<file path="src/assert_macros.svh">
// Assertion helpers for the RTL that carries checks; the top level includes them.
// Both macros expect signals named clk and rst_n in the enclosing scope.
`ifndef ASSERT_MACROS_SVH
`define ASSERT_MACROS_SVH

// Same-cycle implication.
`define MRF_ASSERT_NOW(lbl, ante, cons) \
  lbl: assert property (@(posedge clk) disable iff (!rst_n) (ante) |-> (cons)) \
    else $error("same-cycle check failed");

// Next-cycle implication.
`define MRF_ASSERT_NEXT(lbl, ante, cons) \
  lbl: assert property (@(posedge clk) disable iff (!rst_n) (ante) |=> (cons)) \
    else $error("next-cycle check failed");

`endif

</file>
<file path="src/mrf_pkg.sv">
package mrf_pkg;

  localparam int WORD_BITS   = 32;
  localparam int FRAC_BITS   = 20;
  localparam int PROD_BITS   = 2 * WORD_BITS;
  localparam int DIV_BITS    = WORD_BITS + FRAC_BITS;
  localparam int DIV_CW      = $clog2(DIV_BITS);
  localparam int SQ_STEPS    = (DIV_BITS + 1) / 2;
  localparam int SQ_CW       = $clog2(SQ_STEPS);
  localparam int RAD_BITS    = 2 * SQ_STEPS;
  localparam int SQ_REM_BITS = SQ_STEPS + 1;
  localparam int SQ_TRY_BITS = SQ_STEPS + 3;

  typedef logic signed [WORD_BITS-1:0] word_t;
  typedef word_t [2:0] vec3_t;

  // Left and right face states of one interface.
  typedef struct packed {
    vec3_t ul;
    vec3_t ur;
  } job_t;

  typedef struct packed {
    logic full;
    logic empty;
  } q_stat_t;

  typedef enum logic [3:0] {
    BK_IDLE,
    BK_LOAD,
    BK_DIV_U,
    BK_MUL_RU,
    BK_MUL_T,
    BK_MUL_P,
    BK_MUL_GP,
    BK_DIV_C,
    BK_SQRT,
    BK_FACE_END,
    BK_DISS,
    BK_DONE
  } bk_state_t;

  localparam word_t WMAX = {1'b0, {(WORD_BITS-1){1'b1}}};
  localparam word_t WMIN = {1'b1, {(WORD_BITS-1){1'b0}}};
  localparam logic [WORD_BITS-1:0] WORD_ONE = {{(WORD_BITS-1){1'b0}}, 1'b1};
  localparam longint unsigned GAMMA_RAW = ((64'd7 << FRAC_BITS) + 64'd2) / 64'd5;
  localparam longint unsigned GM1_RAW   = ((64'd2 << FRAC_BITS) + 64'd2) / 64'd5;
  localparam word_t GAMMA_Q = word_t'(GAMMA_RAW);
  localparam word_t GM1_Q   = word_t'(GM1_RAW);

  function automatic word_t sadd(input word_t a, input word_t b);
    logic [WORD_BITS:0] s;
    s = {a[WORD_BITS-1], a} + {b[WORD_BITS-1], b};
    if (s[WORD_BITS] != s[WORD_BITS-1]) return s[WORD_BITS] ? WMIN : WMAX;
    return s[WORD_BITS-1:0];
  endfunction

  function automatic word_t ssub(input word_t a, input word_t b);
    logic [WORD_BITS:0] s;
    s = {a[WORD_BITS-1], a} - {b[WORD_BITS-1], b};
    if (s[WORD_BITS] != s[WORD_BITS-1]) return s[WORD_BITS] ? WMIN : WMAX;
    return s[WORD_BITS-1:0];
  endfunction

  // Halving that truncates toward zero.
  function automatic word_t half(input word_t a);
    logic [WORD_BITS-1:0] s;
    s = a + {{(WORD_BITS-1){1'b0}}, a[WORD_BITS-1]};
    return word_t'($signed(s) >>> 1);
  endfunction

  function automatic logic [WORD_BITS-1:0] smag(input word_t a);
    logic [WORD_BITS-1:0] t;
    t = a;
    return t[WORD_BITS-1] ? (~t + WORD_ONE) : t;
  endfunction

  function automatic word_t abs_sat(input word_t a);
    if (a == WMIN) return WMAX;
    return (a < 0) ? -a : a;
  endfunction

  // Signed result from sign and wide magnitude, saturated to the word range.
  function automatic word_t sat_mag(input logic neg, input logic [PROD_BITS-1:0] m);
    logic [PROD_BITS-1:0] lim;
    logic [WORD_BITS-1:0] lo;
    lim = {{(WORD_BITS+1){1'b0}}, {(WORD_BITS-1){1'b1}}}
        + {{(PROD_BITS-1){1'b0}}, neg};
    lo  = m[WORD_BITS-1:0];
    if (m > lim) return neg ? WMIN : WMAX;
    return neg ? word_t'(~lo + WORD_ONE) : word_t'(lo);
  endfunction

  function automatic word_t qmul(input word_t a, input word_t b);
    logic [PROD_BITS-1:0] p;
    p = {{WORD_BITS{1'b0}}, smag(a)} * {{WORD_BITS{1'b0}}, smag(b)};
    return sat_mag(a[WORD_BITS-1] ^ b[WORD_BITS-1], p >> FRAC_BITS);
  endfunction

  function automatic word_t minmod2(input word_t a, input word_t b);
    if (a > 0 && b > 0) return (a < b) ? a : b;
    if (a < 0 && b < 0) return (a > b) ? a : b;
    return '0;
  endfunction

  function automatic word_t minmod3(input word_t x, input word_t y, input word_t z);
    word_t m;
    if (x > 0 && y > 0 && z > 0) begin
      m = (x < y) ? x : y;
      return (m < z) ? m : z;
    end
    if (x < 0 && y < 0 && z < 0) begin
      m = (x > y) ? x : y;
      return (m > z) ? m : z;
    end
    return '0;
  endfunction

endpackage

</file>
<file path="src/mrf_div.sv">
module mrf_div
  import mrf_pkg::*;
(
  input  logic  clk,
  input  logic  rst_n,
  input  logic  start,
  input  word_t a,
  input  word_t b,
  output logic  done,
  output word_t q
);

  // Restoring division of |a| * 2^FRAC by a positive divisor, one bit a cycle.
  logic                  busy_r, done_r, neg_r;
  logic [DIV_CW-1:0]     cnt_r;
  logic [DIV_BITS-1:0]   num_r, quo_r;
  logic [WORD_BITS-1:0]  rem_r, d_r;
  logic [WORD_BITS:0]    rem2, diff;
  logic                  ge;

  assign rem2 = {rem_r, num_r[DIV_BITS-1]};
  assign diff = rem2 - {1'b0, d_r};
  assign ge   = (rem2 >= {1'b0, d_r});
  assign done = done_r;
  assign q    = sat_mag(neg_r, PROD_BITS'(quo_r));

  always_ff @(posedge clk) begin
    if (!rst_n) begin
      busy_r <= 1'b0;
      done_r <= 1'b0;
      cnt_r  <= '0;
    end else begin
      done_r <= 1'b0;
      if (start) begin
        busy_r <= 1'b1;
        cnt_r  <= DIV_CW'(DIV_BITS - 1);
      end else if (busy_r) begin
        if (cnt_r == '0) begin
          busy_r <= 1'b0;
          done_r <= 1'b1;
        end else begin
          cnt_r <= cnt_r - DIV_CW'(1);
        end
      end
    end
  end

  always_ff @(posedge clk) begin
    if (start) begin
      num_r <= {smag(a), {FRAC_BITS{1'b0}}};
      d_r   <= b;
      neg_r <= a[WORD_BITS-1];
      rem_r <= '0;
      quo_r <= '0;
    end else if (busy_r) begin
      num_r <= {num_r[DIV_BITS-2:0], 1'b0};
      rem_r <= ge ? diff[WORD_BITS-1:0] : rem2[WORD_BITS-1:0];
      quo_r <= {quo_r[DIV_BITS-2:0], ge};
    end
  end

endmodule

</file>
<file path="src/mrf_sqrt.sv">
module mrf_sqrt
  import mrf_pkg::*;
(
  input  logic  clk,
  input  logic  rst_n,
  input  logic  start,
  input  word_t x,
  output logic  done,
  output word_t root
);

  // Digit-by-digit square root of x * 2^FRAC, two radicand bits a cycle.
  logic                   busy_r, done_r;
  logic [SQ_CW-1:0]       cnt_r;
  logic [RAD_BITS-1:0]    rad_r;
  logic [SQ_REM_BITS-1:0] rem_r;
  logic [SQ_STEPS-1:0]    root_r;
  logic [SQ_TRY_BITS-1:0] rem2, trial, diff;
  logic                   ge;

  assign rem2  = {rem_r, rad_r[RAD_BITS-1 -: 2]};
  assign trial = SQ_TRY_BITS'({root_r, 2'b01});
  assign diff  = rem2 - trial;
  assign ge    = (rem2 >= trial);
  assign done  = done_r;
  assign root  = word_t'(root_r);

  always_ff @(posedge clk) begin
    if (!rst_n) begin
      busy_r <= 1'b0;
      done_r <= 1'b0;
      cnt_r  <= '0;
    end else begin
      done_r <= 1'b0;
      if (start) begin
        busy_r <= 1'b1;
        cnt_r  <= SQ_CW'(SQ_STEPS - 1);
      end else if (busy_r) begin
        if (cnt_r == '0) begin
          busy_r <= 1'b0;
          done_r <= 1'b1;
        end else begin
          cnt_r <= cnt_r - SQ_CW'(1);
        end
      end
    end
  end

  always_ff @(posedge clk) begin
    if (start) begin
      rad_r  <= RAD_BITS'({x, {FRAC_BITS{1'b0}}});
      rem_r  <= '0;
      root_r <= '0;
    end else if (busy_r) begin
      rad_r  <= {rad_r[RAD_BITS-3:0], 2'b00};
      rem_r  <= ge ? diff[SQ_REM_BITS-1:0] : rem2[SQ_REM_BITS-1:0];
      root_r <= {root_r[SQ_STEPS-2:0], ge};
    end
  end

endmodule

</file>
<file path="src/mrf_back.sv">
module mrf_back
  import mrf_pkg::*;
(
  input  logic    clk,
  input  logic    rst_n,
  input  q_stat_t q_stat,
  input  job_t    q_head,
  output logic    q_pop,
  output logic    out_valid,
  input  logic    out_stall,
  output word_t   out_flux_density,
  output word_t   out_flux_momentum,
  output word_t   out_flux_energy,
  output logic    out_fault
);

  bk_state_t  state_r, state_nxt;
  logic       fsel_r, bad_r, out_valid_r, out_fault_r;
  logic [1:0] k_r;
  word_t      u_r, ru_r, t_r, p_r, c_r;
  vec3_t      face_f_r [2];
  word_t      spd_r [2];
  vec3_t      acc_r, out_r;

  vec3_t      s;
  word_t      r, m, e, smax;
  word_t      mul_a, mul_b, mul_y;
  logic       r_pos, div_start, div_done, sqrt_start, sqrt_done, out_load;
  word_t      div_a, div_q, sqrt_root;

  assign s     = fsel_r ? q_head.ur : q_head.ul;
  assign r     = s[0];
  assign m     = s[1];
  assign e     = s[2];
  assign r_pos = (r > 0);
  assign smax  = (spd_r[0] > spd_r[1]) ? spd_r[0] : spd_r[1];
  assign mul_y = qmul(mul_a, mul_b);

  mrf_div u_div (
    .clk   (clk),
    .rst_n (rst_n),
    .start (div_start),
    .a     (div_a),
    .b     (r),
    .done  (div_done),
    .q     (div_q)
  );

  mrf_sqrt u_sqrt (
    .clk   (clk),
    .rst_n (rst_n),
    .start (sqrt_start),
    .x     (div_q),
    .done  (sqrt_done),
    .root  (sqrt_root)
  );

  always_comb begin
    state_nxt = state_r;
    case (state_r)
      BK_IDLE:     if (!q_stat.empty) state_nxt = BK_LOAD;
      BK_LOAD:     state_nxt = r_pos ? BK_DIV_U : BK_MUL_RU;
      BK_DIV_U:    if (div_done) state_nxt = BK_MUL_RU;
      BK_MUL_RU:   state_nxt = BK_MUL_T;
      BK_MUL_T:    state_nxt = BK_MUL_P;
      BK_MUL_P:    state_nxt = BK_MUL_GP;
      BK_MUL_GP:   state_nxt = (r_pos && !p_r[WORD_BITS-1]) ? BK_DIV_C : BK_FACE_END;
      BK_DIV_C:    if (div_done) state_nxt = BK_SQRT;
      BK_SQRT:     if (sqrt_done) state_nxt = BK_FACE_END;
      BK_FACE_END: state_nxt = fsel_r ? BK_DISS : BK_LOAD;
      BK_DISS:     if (k_r == 2'd2) state_nxt = BK_DONE;
      BK_DONE:     if (out_load) state_nxt = BK_IDLE;
      default:     state_nxt = BK_IDLE;
    endcase
  end

  always_comb begin
    mul_a      = r;
    mul_b      = u_r;
    div_start  = 1'b0;
    div_a      = m;
    sqrt_start = 1'b0;
    out_load   = 1'b0;
    case (state_r)
      BK_LOAD: div_start = r_pos;
      BK_MUL_RU: begin
        mul_a = r;
        mul_b = u_r;
      end
      BK_MUL_T: begin
        mul_a = ru_r;
        mul_b = u_r;
      end
      BK_MUL_P: begin
        mul_a = GM1_Q;
        mul_b = ssub(e, half(t_r));
      end
      BK_MUL_GP: begin
        mul_a     = GAMMA_Q;
        mul_b     = p_r;
        div_a     = mul_y;
        div_start = r_pos && !p_r[WORD_BITS-1];
      end
      BK_DIV_C: sqrt_start = div_done;
      BK_FACE_END: begin
        mul_a = u_r;
        mul_b = sadd(e, p_r);
      end
      BK_DISS: begin
        mul_a = smax;
        mul_b = ssub(q_head.ur[k_r], q_head.ul[k_r]);
      end
      BK_DONE: out_load = !out_valid_r || !out_stall;
      default: ;
    endcase
  end

  assign q_pop = out_load;

  always_ff @(posedge clk) begin
    if (!rst_n) begin
      state_r     <= BK_IDLE;
      fsel_r      <= 1'b0;
      bad_r       <= 1'b0;
      k_r         <= '0;
      out_valid_r <= 1'b0;
    end else begin
      state_r <= state_nxt;
      case (state_r)
        BK_IDLE: begin
          fsel_r <= 1'b0;
          bad_r  <= 1'b0;
        end
        BK_LOAD:     if (!r_pos) bad_r <= 1'b1;
        BK_MUL_GP:   if (p_r[WORD_BITS-1]) bad_r <= 1'b1;
        BK_FACE_END: begin
          fsel_r <= 1'b1;
          k_r    <= '0;
        end
        BK_DISS:     k_r <= k_r + 2'd1;
        default: ;
      endcase
      if (out_load)       out_valid_r <= 1'b1;
      else if (!out_stall) out_valid_r <= 1'b0;
    end
  end

  always_ff @(posedge clk) begin
    case (state_r)
      BK_LOAD:   if (!r_pos) u_r <= '0;
      BK_DIV_U:  if (div_done) u_r <= div_q;
      BK_MUL_RU: ru_r <= mul_y;
      BK_MUL_T:  t_r <= mul_y;
      BK_MUL_P:  p_r <= mul_y;
      BK_MUL_GP: if (!(r_pos && !p_r[WORD_BITS-1])) c_r <= '0;
      BK_SQRT:   if (sqrt_done) c_r <= sqrt_root;
      BK_FACE_END: begin
        face_f_r[fsel_r][0] <= ru_r;
        face_f_r[fsel_r][1] <= sadd(t_r, p_r);
        face_f_r[fsel_r][2] <= mul_y;
        spd_r[fsel_r]       <= sadd(abs_sat(u_r), c_r);
      end
      BK_DISS: acc_r[k_r] <= ssub(half(sadd(face_f_r[0][k_r], face_f_r[1][k_r])),
                                  half(mul_y));
      default: ;
    endcase
    if (out_load) begin
      out_r       <= acc_r;
      out_fault_r <= bad_r;
    end
  end

  assign out_valid         = out_valid_r;
  assign out_flux_density  = out_r[0];
  assign out_flux_momentum = out_r[1];
  assign out_flux_energy   = out_r[2];
  assign out_fault         = out_fault_r;

endmodule

</file>
<file path="config.mk">
export PLATFORM = sky130hd
export DESIGN_NAME = mrf_back
export DESIGN_NICKNAME = d
export VERILOG_FILES = /design/src/assert_macros.svh /design/src/mrf_pkg.sv /design/src/mrf_div.sv /design/src/mrf_sqrt.sv /design/src/mrf_back.sv
export SDC_FILE = /design/constraint.sdc
export NUM_CORES = 2
export LEC_CHECK = 0
export BUFFER_PORTS_ARGS = -buffer_cell sky130_fd_sc_hd__buf_2
export CAP_MARGIN = 20
export CORE_UTILIZATION = 59
export CTS_BUF_LIST = sky130_fd_sc_hd__clkbuf_8 sky130_fd_sc_hd__clkbuf_16
export DETAILED_ROUTE_END_ITERATION = 6
export MAX_ROUTING_LAYER = met4
export PLACE_DENSITY = 0.81
export SYNTH_ARGS = -nofsm -noshare
export SYNTH_HDL_FRONTEND = slang
export SYNTH_SLANG_ARGS = --single-unit
</file>
<file path="constraint.sdc">
create_clock -name clk -period 25 [get_ports clk]
set_input_delay 1.25 -clock clk [delete_from_list [all_inputs] [get_ports clk]]
set_output_delay 1.25 -clock clk [all_outputs]
set_load 0.02 [all_outputs]
</file>
==> impl_metrics.csv <==
group,metric,value,unit
final_layout,drive_above_1_share,15.1,%
timing,clock.fmax,0.0415,GHz
worst_setup_path,crit_required,25490,ps
routing,drtIter0Drc,11209,
worst_setup_path,end_kind,"flip-flop",
yosys,ys.flop_type,"edfxtp_1",
place,numPlacedInstances,13074,
clock_network,cts_tree,"yes",
floorplanning,start_util,59.6,%
timing,layout_worst_path_cycle_share,96.4,%
place,io_buffer_count,294,
timing,relSlewSlack,1.29,%
worst_setup_path,worstSetupPathType,"input port to flip-flop",
grt,grt_pass1_vias,82470,
yosys,async_flop_share,0,%
clock_network,clkSinkCount,861,
clock_network,path_clk_slew,70,ps
floorplanning,dieWidth,397,um
worst_setup_path,start_kind,"input port",
final_layout,final_util,68.6,%
place,gp_congestion,1.11,
worst_setup_path,crit_end,"acc_r[27]",
final_layout,finalNonFillerCells,13304,
outcome,status,"finished with violations",
timing,period_needed,24100,ps
yosys,synth_cell_types,97,
final_layout,syn2layout_area_growth,15.2,%
worst_setup_path,r2r_end,"acc_r[27]",
worst_hold_path,hold_path_class,"flip-flop to flip-flop",
worst_setup_path,critPathArrivalTime,24590,ps
clock_network,cts_max_level,3,
final_layout,fin_nets,12886,
clock_network,cts_max_path_buffers,3,
final_layout,design_area,106000,sq um
worst_setup_path,crit_fanout,13,
timing,setup_viol,0,
yosys,synth_area,92000,sq um
worst_setup_path,r2r-start,"k_r[1]",
routing,wl,361,mm
grt,grt_max_degree,85,
yosys,ys_seq_elements,861,
yosys,avgSynthCellArea,9.00,sq um
timing,finalMaxSlewViolations,0,
routing,vias,84205,
worst_setup_path,reg2reg_depth,111,
worst_setup_path,reg2reg_slack,980,ps
timing,skew,91.7,ps
yosys,ys_seq_area_share,26.4,%
floorplanning,dieArea,157000,sq um
yosys,synth_cells,10222,
floorplanning,num_io_pins,296,
routing,firstDrtPassIters,7,
worst_setup_path,path_common_cell,"buf_4",
timing,hold_viol,0,
yosys,yosysWarnings,0,
yosys,synth-edff-count,700,
floorplanning,coreArea,154000,sq um
timing,tightest_slew,1480,ps
routing,drcViolationCount,214,
grt,grt_pass1_wl,524,mm
floorplanning,rows,144,
worst_setup_path,slowest_delay,640,ps
routing,ant_nets,0,
outcome,violations,"design-rule violations",
routing,avgViaCountPerCell,6.33,
grt,antenna_found_initial,53,
clock_network,clockRootBuffer,"clkbuf_16",
worst_setup_path,crit_start,"q_head[65]",
yosys,synth_nets,11979,
routing,avgRoutedWirePerCell,27.1,um
place,dpl_cell_area,103000,sq um
clock_network,cts-buffers-inserted,91,
flow_run,maxCapViolCount,0,
floorplanning,die_y,397,um
worst_setup_path,cp_slowest_cell,"fa_1",
grt,grt-ovfl-total,0,
grt,track_usage,46.7,%
clock_network,insertion_delay,760,ps
place,dpl.hpwl,291,mm
routing by layer:
metal / routed length, um / track usage [%]
met1: 135000 / 59.5
met5: 0 / -
met4: 23800 / 25.6
met3: 49100 / 13.8
met2: 153000 / 66.7
through the flow:
stage,setup slack [ps],setup TNS (ps),hold slack [ps]
6_report,903,0,379
5_1_grt,-141,-1170,391
4_1_cts,66.3,0,376
3_5_place_dp,-1420,-44770,405
3_3_place_gp,-1130,-26930,402
2_1_floorplan,42.2,0,400
final cells by class:
cell class	instances	area (sq um)
Timing Repair Buffer	1286	9310
Antenna cell	59	148
Tap cell	2044	2560
Fill cell	11765	48500
Multi-Input combinational cell	7549	61700
Clock buffer	94	2330
Clock inverter	71	606
Inverter	1340	5030
Sequential cell	861	24300
logic make-up (layout without fill, tap and decap cells):
logic type | count (synthesis) | in the layout | share of synthesized area, %
AO/OA/AOI/OAI | 1980 | 1980 | 13.4
XOR/XNOR | 456 | 456 | 4.34
adder cells (fa/ha/maj) | 1560 | 1560 | 28.6
buffers and inverters | 1812 | 2791 | 7.42
flip-flops | 861 | 861 | 26.4
multiplexers | 376 | 376 | 4.18
other | 0 | 59 | 0
AND/OR/NAND/NOR | 3177 | 3177 | 15.7
flip-flops by register name, indices dropped and copies added (netlist names), 2 cells and up:
signal             count
u_div.d_r             32
u_sqrt.rem_r          27
out_flux_density      32
p_r                   32
out_flux_energy       32
u_div.cnt_r            6
face_f_r             192
acc_r                 96
c_r                   26
k_r                    2
spd_r                 64
u_div.quo_r           52
u_sqrt.root_r         26
ru_r                  32
u_sqrt.cnt_r           5
t_r                   32
u_sqrt.rad_r          32
u_div.rem_r           32
u_r                   32
u_div.num_r           32
out_flux_momentum     32
state_r                4
timing repair:
| item | in CTS | in global routing |
|---|---|---|
| hold buffers | 0 | 0 |
| pin swaps | 0 | 15 |
| cloned | 0 | 0 |
| setup endpoints to repair | 36 | 60 |
| hold endpoints to repair | 0 | 0 |
| gates resized for setup | 14 | 70 |
| buffers inserted | 0 | 1 |
cell usage in the layout (no fill, tap or decap), types with 39 or more instances in the layout:
| master | instances |
|---|---|
| nand3_1 | 126 |
| o31ai_1 | 54 |
| fa_1 | 903 |
| nor2b_1 | 92 |
| xor2_1 | 181 |
| nor3_1 | 153 |
| dfxtp_1 | 155 |
| o211ai_1 | 53 |
| mux2i_1 | 310 |
| nand2b_1 | 121 |
| buf_2 | 294 |
| nor2_1 | 1035 |
| nand4_1 | 109 |
| o21a_1 | 69 |
| nor4_1 | 77 |
| or3_1 | 73 |
| a31oi_1 | 52 |
| xnor2_1 | 229 |
| a21boi_0 | 51 |
| o21ai_0 | 611 |
| nand2_1 | 1092 |
| a21oi_1 | 479 |
| mux2_2 | 62 |
| and2_1 | 74 |
| and3_1 | 58 |
| inv_1 | 1351 |
| o21bai_1 | 53 |
| clkbuf_16 | 92 |
| diode_2 | 59 |
| or2_2 | 39 |
| buf_4 | 956 |
| ha_1 | 655 |
| a21o_1 | 152 |
| edfxtp_1 | 700 |
cells in the mapped netlist, drive strengths merged (152+ instances only):
master | count | area, sq um
dfxtp | 161 | 3220
o21ai | 656 | 3290
a21oi | 487 | 2440
xnor2 | 256 | 2240
clkbuf | 430 | 1610
edfxtp | 700 | 21000
a21o | 152 | 1140
xor2 | 200 | 1750
nor3 | 162 | 837
mux2i | 313 | 3130
ha | 657 | 8220
fa | 903 | 18100
nand2 | 1094 | 4110
inv | 1340 | 5030
nor2 | 1041 | 3910
worst min-delay path by stage:
stage                    from                    to  slack [ps]  cells after the start
floorplan            acc_r[0]   out_flux_density[0]         400                      0
detailed placement  acc_r[24]  out_flux_density[24]         400                      0
finish              acc_r[65]    out_flux_energy[1]         380                      0
global placement    acc_r[15]  out_flux_density[15]         400                      0
global route        acc_r[65]    out_flux_energy[1]         390                      0
CTS                 acc_r[65]    out_flux_energy[1]         380                      0
critical path: cells and delay by family:
family          cells  cell delay (ps)
xor+xnor            5              800
buf+inv            25             3120
compound gates     53             9390
fa+ha+maj          14             6130
mux                 1              220
simple gates       19             3640
Power is not shown: default switching activity piles up to over one toggle a cycle in this logic, so the estimate is an artifact.
