===== src/assert_macros.svh =====
// Assertion helpers for the RTL that carries checks; the top level includes them.
// Both macros expect signals named clk and rst_n in the enclosing scope.
`ifndef ASSERT_MACROS_SVH
`define ASSERT_MACROS_SVH

// Same-cycle implication.
`define MRF_ASSERT_NOW(lbl, ante, cons) \
  lbl: assert property (@(posedge clk) disable iff (!rst_n) (ante) |-> (cons)) \
    else $error("same-cycle check failed");

// Next-cycle implication.
`define MRF_ASSERT_NEXT(lbl, ante, cons) \
  lbl: assert property (@(posedge clk) disable iff (!rst_n) (ante) |=> (cons)) \
    else $error("next-cycle check failed");

`endif


===== src/mrf_pkg.sv =====
package mrf_pkg;

  localparam int WORD_BITS   = 32;
  localparam int FRAC_BITS   = 20;
  localparam int PROD_BITS   = 2 * WORD_BITS;
  localparam int DIV_BITS    = WORD_BITS + FRAC_BITS;
  localparam int DIV_CW      = $clog2(DIV_BITS);
  localparam int SQ_STEPS    = (DIV_BITS + 1) / 2;
  localparam int SQ_CW       = $clog2(SQ_STEPS);
  localparam int RAD_BITS    = 2 * SQ_STEPS;
  localparam int SQ_REM_BITS = SQ_STEPS + 1;
  localparam int SQ_TRY_BITS = SQ_STEPS + 3;

  typedef logic signed [WORD_BITS-1:0] word_t;
  typedef word_t [2:0] vec3_t;

  // Left and right face states of one interface.
  typedef struct packed {
    vec3_t ul;
    vec3_t ur;
  } job_t;

  typedef struct packed {
    logic full;
    logic empty;
  } q_stat_t;

  typedef enum logic [3:0] {
    BK_IDLE,
    BK_LOAD,
    BK_DIV_U,
    BK_MUL_RU,
    BK_MUL_T,
    BK_MUL_P,
    BK_MUL_GP,
    BK_DIV_C,
    BK_SQRT,
    BK_FACE_END,
    BK_DISS,
    BK_DONE
  } bk_state_t;

  localparam word_t WMAX = {1'b0, {(WORD_BITS-1){1'b1}}};
  localparam word_t WMIN = {1'b1, {(WORD_BITS-1){1'b0}}};
  localparam logic [WORD_BITS-1:0] WORD_ONE = {{(WORD_BITS-1){1'b0}}, 1'b1};
  localparam longint unsigned GAMMA_RAW = ((64'd7 << FRAC_BITS) + 64'd2) / 64'd5;
  localparam longint unsigned GM1_RAW   = ((64'd2 << FRAC_BITS) + 64'd2) / 64'd5;
  localparam word_t GAMMA_Q = word_t'(GAMMA_RAW);
  localparam word_t GM1_Q   = word_t'(GM1_RAW);

  function automatic word_t sadd(input word_t a, input word_t b);
    logic [WORD_BITS:0] s;
    s = {a[WORD_BITS-1], a} + {b[WORD_BITS-1], b};
    if (s[WORD_BITS] != s[WORD_BITS-1]) return s[WORD_BITS] ? WMIN : WMAX;
    return s[WORD_BITS-1:0];
  endfunction

  function automatic word_t ssub(input word_t a, input word_t b);
    logic [WORD_BITS:0] s;
    s = {a[WORD_BITS-1], a} - {b[WORD_BITS-1], b};
    if (s[WORD_BITS] != s[WORD_BITS-1]) return s[WORD_BITS] ? WMIN : WMAX;
    return s[WORD_BITS-1:0];
  endfunction

  // Halving that truncates toward zero.
  function automatic word_t half(input word_t a);
    logic [WORD_BITS-1:0] s;
    s = a + {{(WORD_BITS-1){1'b0}}, a[WORD_BITS-1]};
    return word_t'($signed(s) >>> 1);
  endfunction

  function automatic logic [WORD_BITS-1:0] smag(input word_t a);
    logic [WORD_BITS-1:0] t;
    t = a;
    return t[WORD_BITS-1] ? (~t + WORD_ONE) : t;
  endfunction

  function automatic word_t abs_sat(input word_t a);
    if (a == WMIN) return WMAX;
    return (a < 0) ? -a : a;
  endfunction

  // Signed result from sign and wide magnitude, saturated to the word range.
  function automatic word_t sat_mag(input logic neg, input logic [PROD_BITS-1:0] m);
    logic [PROD_BITS-1:0] lim;
    logic [WORD_BITS-1:0] lo;
    lim = {{(WORD_BITS+1){1'b0}}, {(WORD_BITS-1){1'b1}}}
        + {{(PROD_BITS-1){1'b0}}, neg};
    lo  = m[WORD_BITS-1:0];
    if (m > lim) return neg ? WMIN : WMAX;
    return neg ? word_t'(~lo + WORD_ONE) : word_t'(lo);
  endfunction

  function automatic word_t qmul(input word_t a, input word_t b);
    logic [PROD_BITS-1:0] p;
    p = {{WORD_BITS{1'b0}}, smag(a)} * {{WORD_BITS{1'b0}}, smag(b)};
    return sat_mag(a[WORD_BITS-1] ^ b[WORD_BITS-1], p >> FRAC_BITS);
  endfunction

  function automatic word_t minmod2(input word_t a, input word_t b);
    if (a > 0 && b > 0) return (a < b) ? a : b;
    if (a < 0 && b < 0) return (a > b) ? a : b;
    return '0;
  endfunction

  function automatic word_t minmod3(input word_t x, input word_t y, input word_t z);
    word_t m;
    if (x > 0 && y > 0 && z > 0) begin
      m = (x < y) ? x : y;
      return (m < z) ? m : z;
    end
    if (x < 0 && y < 0 && z < 0) begin
      m = (x > y) ? x : y;
      return (m > z) ? m : z;
    end
    return '0;
  endfunction

endpackage


===== src/mrf_queue.sv =====
module mrf_queue
  import mrf_pkg::*;
(
  input  logic    clk,
  input  logic    rst_n,
  input  logic    push,
  input  job_t    push_job,
  input  logic    pop,
  output job_t    head,
  output q_stat_t stat
);

  job_t       mem_r [2];
  logic       wp_r, rp_r;
  logic [1:0] cnt_r;

  assign head       = mem_r[rp_r];
  assign stat.full  = (cnt_r == 2'd2);
  assign stat.empty = (cnt_r == 2'd0);

  always_ff @(posedge clk) begin
    if (!rst_n) begin
      wp_r  <= 1'b0;
      rp_r  <= 1'b0;
      cnt_r <= '0;
    end else begin
      if (push) wp_r <= ~wp_r;
      if (pop)  rp_r <= ~rp_r;
      if (push && !pop)      cnt_r <= cnt_r + 2'd1;
      else if (pop && !push) cnt_r <= cnt_r - 2'd1;
    end
  end

  always_ff @(posedge clk) begin
    if (push) mem_r[wp_r] <= push_job;
  end

endmodule


===== config.mk =====
export PLATFORM = sky130hd
export DESIGN_NAME = mrf_queue
export DESIGN_NICKNAME = d
export VERILOG_FILES = /design/src/assert_macros.svh /design/src/mrf_pkg.sv /design/src/mrf_queue.sv
export SDC_FILE = /design/constraint.sdc
export NUM_CORES = 1
export LEC_CHECK = 0
export BUFFER_PORTS_ARGS = -buffer_cell sky130_fd_sc_hd__buf_4
export CORE_UTILIZATION = 30
export DETAILED_ROUTE_END_ITERATION = 10
export PLACE_DENSITY = 0.54
export SLEW_MARGIN = 25
export SYNTH_ARGS = -nofsm -noshare
export SYNTH_HDL_FRONTEND = slang
export SYNTH_SLANG_ARGS = --single-unit

===== constraint.sdc =====
create_clock -name clk -period 30.7 [get_ports clk]
set_input_delay 6.14 -clock clk [delete_from_list [all_inputs] [get_ports clk]]
set_output_delay 6.14 -clock clk [all_outputs]
set_load 0.05 [all_outputs]

==> run summary, run 1 <==
Nets: 1236
Synth Instances: 619
Post-Synth XOR/XNOR Area: 0.186%
Die Wd: 219 µm
Synth Area in Compound Gates: 0.142%
Max capacitance violation total: 0
Final Skew: 0.00942 ns
Post-Synth Simple-Gate Area: 0.389%
Synth area leader: edfxtp_1
Post-DP HPWL: 19500 µm
Dpl cells: 1602
EDFF count, synth: 384
Clock sink total: 389
Post-synthesis adder-cell area fraction: 0.0885%
Gr ovfl total: 0
Clock H-tree levels: 2
DR iter-0 viols: 346
Total Wirelength: 30000 µm
Row count: 79
Number of synthesized register bits: 389
Area Growth Syn to Fin: 34.2%
Avg Inst Size Synth: 22.8 µm²
PD cells: 69.5 nW/µm²
DIE HEIGHT: 219 µm
First-pass GRT wire length: 42800 µm
Max frequency: 111 MHz
Max-slew violations: 0
Mux contribution to synthesized area: 15.3%
I/O pins: 390
Root buf cell: clkbuf_16
Power Total: 1320 µW
Core area: 46600 µm²
Routed vias: 7171
Final hold viol count: 0
First-pass DRT Iterations: 4
I/O Buffers: 389
FFs w/ async S/R, synth: 0%
Largest net degree at the start of global routing: 72
Total CTS buffers: 42
CTS tree: done
Clock transition at path regs: 0.06 ns
Post-CTS setup buffers: 0
CP arrival: 2.84 ns
Routability cong.: 0.706
Final Critical Period: 8.98 ns
Tcrit/Tclk final: 29.2%
Vias in the first global route: 7386
Final Hold Slack: 0.516 ns
Antenna violations before repair: 2
Most instantiated cells after synthesis: edfxtp_1 (384), mux2_2 (192), buf_6 (20), dfxtp_1 (5), and2_1 (4)
Element type at the critical path start: flip-flop
Yosys top cell area share: 81.5%
Final instance area: 19000 µm²
Tightest Pin Transition: 1.01 ns
Later-pin clock latency in the skew report: 0.55 ns
Max Fanout on Critical Path: 55
Leakage: 0.00698 µW
Final Setup Violations: 0
Share of cells above drive strength 1: 60.6%
Syn nets: 816
HP Class: reg -> reg
Setup_tns: 0 ns
Hold-fix buffers at CTS: 0
Main combinational cell family by area after synthesis: multiplexers
Critical Path RT: 24.56 ns
Ys flop type: edfxtp_1
Worst-case clock buffer depth: 3
Synthesized area: 14100 µm²
Top-count cell post-synth: edfxtp_1
Outcome: completed
Die area: 48000 µm²
Starting density of the core: 30.4%
Slew headroom: 33.0%
RSZ-0062 raised after global routing: no
Post-detailed-route count of antenna-violating nets: 0
Placed inst area: 17700 µm²
Via density: 4.28
Setup CP Type: reg -> out
Crit. End Element: output port
Average routed wire per standard cell: 17.9 µm
Netlist cell types: 17
Ranking of synthesized cells by area: edfxtp_1 (82%), mux2_2 (15%), buf_6 (1.6%)
Drt drc: 0
Final std cells w/o fill: 1676
Peak VDD IR: 0.0489 mV
Post-CTS resize count: 0
Post-synthesis sequential area ratio: 82.3%
Overall routing resource usage: 11.9%
Syn. warnings: 0
==> worst paths after layout <==
| kind | cells past startpoint | start | slack, ns | end |
|---|---|---|---|---|
| max | 4 | flip-flop | 21.72 | head[4] |
| min | 2 | cnt_r[1] | 0.52 | cnt_r[1] |
| max reg2reg | 3 | wp_r | 27.85 | mem_r[0][33] |
| min reg2reg | 2 | cnt_r[1] | 0.52 | cnt_r[1] |
==> final cells by class <==
type	count	area (µm²)
fillers	4261	27600
flip-flops and latches	389	11600
repair buffers	397	3000
multi-input cells	208	2290
clock buffers	51	1150
well taps	607	759
clock inverters	22	148
inverters	1	3.75
diodes	1	2.50
==> kinds of logic after synthesis <==
| group | count (synthesis) |
|---|---|
| AOI/OAI and AO/OA | 3 |
| adders and majority gates | 1 |
| DFF | 389 |
| xor gates and xnor gates | 3 |
| and+or+nand+nor | 9 |
| muxes | 192 |
| buffers and inverters | 22 |
==> placed cells by master (no fill, tap or decap), drive strengths merged <==
| cell | n |
|---|---|
| a21boi | 1 |
| and2 | 4 |
| and2b | 1 |
| buf | 397 |
| bufinv | 2 |
| clkbuf | 51 |
| clkinv | 19 |
| clkinvlp | 1 |
| dfxtp | 5 |
| diode | 1 |
| edfxtp | 384 |
| ha | 1 |
| inv | 1 |
| mux2 | 192 |
| nor2 | 1 |
| nor2b | 2 |
| o21a | 1 |
| o21ai | 1 |
| or3 | 1 |
| xnor2 | 1 |
| xor2 | 2 |
==> where the power goes <==
part,switching [µW],internal [µW]
Combinational,144,77.0
Clock,196,281
Sequential,7.04,615
Total,347,972
==> flip-flops by register name, indices dropped and copies added, names as in the netlist, named ones only <==
signal,flops
cnt_r,2
mem_r,384
rp_r,1
wp_r,1
==> per-stage QoR <==
stage / setup slack (ns) / util [%]
5_1_grt: 21.53 / 40.8
3_3_place_gp: 21.82 / 37.9
3_5_place_dp: 21.81 / 38.0
6_report: 21.72 / 40.8
2_1_floorplan: 15.47 / -
4_1_cts: 21.61 / 40.8
==> critical path, cell delays in order (launching register included) <==
cell and delay [ns]:
dfxtp_4 0.63, buf_16 0.29, buf_4 0.67, mux2_2 0.43
buf_4 0.20
==> per-layer routing <==
layer | wire [µm] | GRT usage [%]
met1 | 11900 | 13.8
met2 | 14600 | 19.3
met3 | 2900 | 5.46
met4 | 656 | 3.77
met5 | 9 | 0
No activity file was read; power rests on OpenSTA's default activity.
==> run 2: changes to the inputs <==
==> constraint.sdc (replaced) <==
create_clock -name clk -period 8.35 [get_ports clk]
set_input_delay 1.67 -clock clk [delete_from_list [all_inputs] [get_ports clk]]
set_output_delay 1.67 -clock clk [all_outputs]
set_load 0.05 [all_outputs]
==> run 2 against run 1 <==
Effect of this change: cell area up 0.22%; hold slack worse by 0.0066 ns; non-clock buffer count up 1.
==> run summary, run 2 (synthesized netlist as in run 1, its figures left out) <==
Crit. End Element: output port
R2R Setup Slk: 5.72 ns (-22.13 ns)
Antenna violations before repair: 2 (unchanged)
Share of cells above drive strength 1: 60.9% (+0.33 points)
Commonest non-fill, non-tap cell in the layout: buf_4
Reg2reg end: mem_r[0][22]
Row count: 79 (unchanged)
Nets: 1237 (+0.081%)
Fillers: 4243 (-0.42%)
Final worst setup slack: 3.77 ns (-17.95 ns)
Crit-path cells: buf_4 -> mux2_2 -> buf_4
Clock H-tree levels: 2 (unchanged)
HP Class: reg -> reg
I/O pins: 390 (unchanged)
Largest net degree at the start of global routing: 102 (+42%)
Most frequent CP cell: buf_4
Peak VDD IR: 0.182 mV (+270%)
Routability cong.: 0.770 (+9.2%)
Max-slew violations: 0 (unchanged)
Drt drc: 0 (unchanged)
Dpl cells: 1603 (+0.062%)
Setup crit end: head[23]
Final Critical Period: 4.58 ns
Average routed wire per standard cell: 18.3 µm (+2.1%)
Final Skew: 0.0175 ns (+0.00807 ns)
I/O Buffers: 389 (unchanged)
Most frequent cells in the layout: buf_4 (397), edfxtp_1 (384), mux2_2 (192)
Critical path buffers and inverters: 2 (-1)
Total Wirelength: 30700 µm (+2.3%)
First-pass DRT Iterations: 5 (+1)
Post-DP HPWL: 20600 µm (+5.7%)
Post-CTS resize count: 0 (unchanged)
Later-pin clock latency in the skew report: 0.55 ns (about the same)
Via density: 4.29 (+0.17%)
Max FFs per register: 384 (unchanged)
CP max stage delay: 0.98 ns (+0.31 ns)
Root buf cell: clkbuf_16
Post-CTS setup buffers: 0 (unchanged)
DR iter-0 viols: 275 (-21%)
Tightest Pin Transition: 0.981 ns (-0.0242 ns)
Area Growth Syn to Fin: 34.5%
Hold-fix buffers at CTS: 0 (unchanged)
Routed vias: 7200 (+0.40%)
Leakage: 0.00700 µW (+0.33%)
Post-detailed-route count of antenna-violating nets: 0 (unchanged)
Die Wd: 219 µm (unchanged)
Die area: 48000 µm² (unchanged)
Biggest regs: mem_r x384, cnt_r x2
Clock transition at path regs: 0.06 ns (about the same)
Outcome: completed
First-pass GRT wire length: 44100 µm (+3.1%)
Core area: 46600 µm² (unchanged)
Worst-case clock buffer depth: 3 (unchanged)
Final hold viol count: 0 (unchanged)
PD cells: 257 nW/µm² (+270%)
Final Setup Violations: 0 (unchanged)
CTS tree: done
Worst r2r src: wp_r
Setup CP Type: reg -> out
Vias in the first global route: 7322 (-0.87%)
Tcrit/Tclk final: 54.8%
Setup_tns: 0 ns (unchanged)
CP arrival: 2.91 ns (+0.07 ns)
Max capacitance violation total: 0 (unchanged)
RSZ-0062 raised after global routing: no
R2R depth: 3 (unchanged)
Max frequency: 219 MHz
CP max stage cell: dfxtp_4
Element type at the critical path start: flip-flop
Biggest register: mem_r
DIE HEIGHT: 219 µm (unchanged)
Gr ovfl total: 0 (unchanged)
Max Fanout on Critical Path: 68 (+24%)
Clock sink total: 389 (unchanged)
Starting density of the core: 30.4% (unchanged)
Slew headroom: 34.6% (+1.6 points)
Final std cells w/o fill: 1680 (+0.24%)
Total CTS buffers: 42 (unchanged)
Crit. path cell count: 3 (-1)
Top Family by Delay on Critical Path: flip-flops
Critical Path RT: 6.68 ns (-17.88 ns)
Place WS: 4.18 ns (-17.63 ns)
Overall routing resource usage: 12.3% (+0.41 points)
## run 2: changes by cell type in the layout (fill, tap and decap cells not counted), sizes merged
cell	before	now
clkbuf	51	50
buf	397	398
bufinv	2	4
clkinv	19	18
inv	1	4
## run 2: metal layers
metal  GRT usage (%)  wire (µm)  vias up
li1                -          -     3323
met1            15.5      12800     3536
met2            18.2      13900      281
met3            5.53       3280       58
met4            5.00        790        2
met5               0         16        -
## run 2: worst register-to-register path, stage by stage (launching register included)
cell,delay [ns]
dfxtp_1,0.34
nor2b_4,0.53
buf_4,0.68
buf_4,0.66
## run 2: worst min-delay path by stage
| stage | from | endpoint | slack, ns | cells after the start |
|---|---|---|---|---|
| 4_1_cts | cnt_r[1] | cnt_r[1] | 0.52 | 2 |
| 5_1_grt | cnt_r[1] | cnt_r[1] | 0.55 | 2 |
| 3_3_place_gp | cnt_r[1] | cnt_r[1] | 0.49 | 2 |
| 6_report | cnt_r[1] | cnt_r[1] | 0.51 | 2 |
| 2_1_floorplan | cnt_r[1] | cnt_r[1] | 0.47 | 2 |
| 3_5_place_dp | cnt_r[1] | cnt_r[1] | 0.51 | 2 |
## run 2: through the flow
stage	util, %	cell area, µm²	total power (µW)	hold WS [ns]
floorplan	-	14100	2890	0.466
global placement	38.0	17700	3140	0.486
detailed placement	38.0	17700	3150	0.508
CTS	40.9	19000	4980	0.517
global route	40.9	19000	5080	0.550
finish	40.9	19000	4900	0.509
## run 2: area by class of cell
cell class                 instances  area [µm²]  area share (%)
sequential                       389       11600            61.2
timing repair buffer             398        3000            15.8
multi-input combinational        208        2290            12.0
clock buffer                      50        1100            5.79
tap                              607         759            3.99
clock inverter                    26         236            1.24
inverter                           1        3.75          0.0197
antenna                            1        2.50          0.0132
## run 2: power breakdown
part           internal, µW  leakage [µW]  total [µW]  switching, µW
clock network          1070      0.000658        1800            731
registers              2260       0.00365        2300           35.4
logic                   282       0.00270         805            522
==> run 3: changes to the inputs <==
==> constraint.sdc (replaced) <==
create_clock -name clk -period 4.6 [get_ports clk]
set_input_delay 0.92 -clock clk [delete_from_list [all_inputs] [get_ports clk]]
set_output_delay 0.92 -clock clk [all_outputs]
set_load 0.05 [all_outputs]
==> run 3 against run 2 <==
Effect of this change: power up 78%; critical path depth unchanged; sequential power up 81%; register-to-register slack worse by 3.0 ns; global-route usage up 0.32 points; first-iteration DRC count up 16%; hold slack better by 0.0019 ns; sequential share of layout area down 0.30 points; via count down 0.28%; non-clock buffer count up 9; die area unchanged; largest cell class unchanged.
==> run summary, run 3 (synthesized netlist as in run 1, its figures left out) <==
PD cells: 457 nW/µm² (+78%)
Routed vias: 7180 (-0.28%)
Setup_tns: 0 ns (unchanged)
Largest net degree at the start of global routing: 67 (-34%)
Final instance area: 19100 µm² (+0.49%)
Tightest Pin Transition: 0.765 ns (-0.216 ns)
Share of cells above drive strength 1: 60.6% (-0.34 points)
Drt drc: 0 (unchanged)
Placed inst area: 17900 µm² (+1.1%)
Gr ovfl total: 0 (unchanged)
Final std cells w/o fill: 1685 (+0.30%)
First-pass GRT wire length: 45000 µm (+2.0%)
Routability cong.: 0.740 (-3.9%)
Crit-path cells: buf_12 -> mux2_2 -> buf_4
Post-detailed-route count of antenna-violating nets: 0 (unchanged)
Worst r2r src: wp_r
I/O Buffers: 389 (unchanged)
Crit. End Element: output port
Most frequent cells in the layout: buf_4 (397), edfxtp_1 (384), mux2_2 (192)
Later-pin clock latency in the skew report: 0.55 ns (about the same)
I/O pins: 390 (unchanged)
Max Fanout on Critical Path: 66 (-2.9%)
Top Family by Delay on Critical Path: flip-flops
Top Metal Used: met4
Element type at the critical path start: flip-flop
Root buf cell: clkbuf_16
DRT met1 WL: 12400 µm (-3.2%)
Core area: 46600 µm² (unchanged)
Total Wirelength: 31100 µm (+1.3%)
Clock H-tree levels: 2 (unchanged)
First-pass DRT Iterations: 4 (-1)
Via density: 4.26 (-0.57%)
Area Growth Syn to Fin: 35.2%
CP max stage delay: 0.84 ns (-0.14 ns)
Met2 wire length: 15100 µm (+8.9%)
Biggest register: mem_r
Final Setup Violations: 0 (unchanged)
Critical Path RT: 3.68 ns (-3.00 ns)
Peak VDD IR: 0.331 mV (+82%)
Row count: 79 (unchanged)
Final Skew: 0.0156 ns (-0.00189 ns)
Slew headroom: 49.0% (+14 points)
DIE HEIGHT: 219 µm (unchanged)
Final hold viol count: 0 (unchanged)
Outcome: completed
Total CTS buffers: 42 (unchanged)
Dpl cells: 1612 (+0.56%)
Max-slew violations: 0 (unchanged)
Commonest non-fill, non-tap cell in the layout: buf_4
Tcrit/Tclk final: 74.1%
Max frequency: 293 MHz
DR iter-0 viols: 319 (+16%)
CTS tree: done
Clock transition at path regs: 0.06 ns (about the same)
Setup CP Type: reg -> out
Biggest regs: mem_r x384, cnt_r x2
Die area: 48000 µm² (unchanged)
Starting density of the core: 30.4% (unchanged)
Post-DP HPWL: 20800 µm (+0.88%)
Hold-fix buffers at CTS: 0 (unchanged)
Clock sink total: 389 (unchanged)
Nets: 1246 (+0.73%)
Die Wd: 219 µm (unchanged)
CP max stage cell: dfxtp_4
Critical path buffers and inverters: 2 (unchanged)
Max capacitance violation total: 0 (unchanged)
Antenna violations before repair: 0 (-2)
Max FFs per register: 384 (unchanged)
Final Critical Period: 3.41 ns
Ant. Diodes: 0 (-1)
Average routed wire per standard cell: 18.5 µm (+0.95%)
Overall routing resource usage: 12.6% (+0.32 points)
RSZ-0062 raised after global routing: no
Hold_sp: cnt_r[1]
Post-CTS setup buffers: 0 (unchanged)
Met3 wire len: 3120 µm (-4.9%)
HP Class: reg -> reg
Post-CTS resize count: 0 (unchanged)
Worst-case clock buffer depth: 3 (unchanged)
Vias in the first global route: 7474 (+2.1%)
Leakage: 0.00703 µW (+0.44%)
CP arrival: 2.49 ns (-0.42 ns)
==> run 3: cell types whose count changed in the layout (fill, tap and decap cells not counted), sizes merged <==
cell	before	now
diode	1	0
buf	398	407
bufinv	4	1
clkinv	18	14
inv	4	2
clkbuf	50	56
==> run 3: stage by stage <==
step	utilization, %	worst slack [ns]	power [µW]	hold WS (ns)
floorplan	-	0.360	5230	0.466
global placement	38.3	1.70	5730	0.477
detailed placement	38.4	1.70	5750	0.514
CTS	41.1	1.09	8890	0.502
global route	41.1	1.04	9090	0.511
finish	41.1	1.19	8740	0.511
==> run 3: path summary, 6_finish.rpt <==
path                                endpoint  slack, ns  cells past startpoint
worst max register to register  mem_r[1][26]       2.75                      3
worst max-delay path                head[25]       1.19                      3
worst min register to register      cnt_r[1]       0.51                      2
worst min-delay path                cnt_r[1]       0.51                      2
==> run 3: per-layer routing <==
metal	vias up	GRT usage (%)
met3	35	5.67
met1	3546	14.9
met5	-	0
li1	3338	-
met2	261	20.6
met4	0	3.61
==> run 3: area by class of cell <==
class                      count  area, µm²
fill                        4259      27400
inverter                       1       3.75
clock buffer                  56       1140
clock inverter                17        103
tap                          607        759
sequential                   389      11600
multi-input combinational    208       2290
timing repair buffer         407       3190
==> run 3: report_power, final <==
part / internal [µW] / switching, µW / total (µW)
logic: 534 / 960 / 1490
clock network: 1790 / 1300 / 3090
registers: 4100 / 55.6 / 4160
total: 6430 / 2310 / 8740
==> run 3: worst min-delay path, cell delays in order, from the launching register on <==
cell	delay, ns
dfxtp_1	0.32
o21ai_0	0.08
a21boi_1	0.06
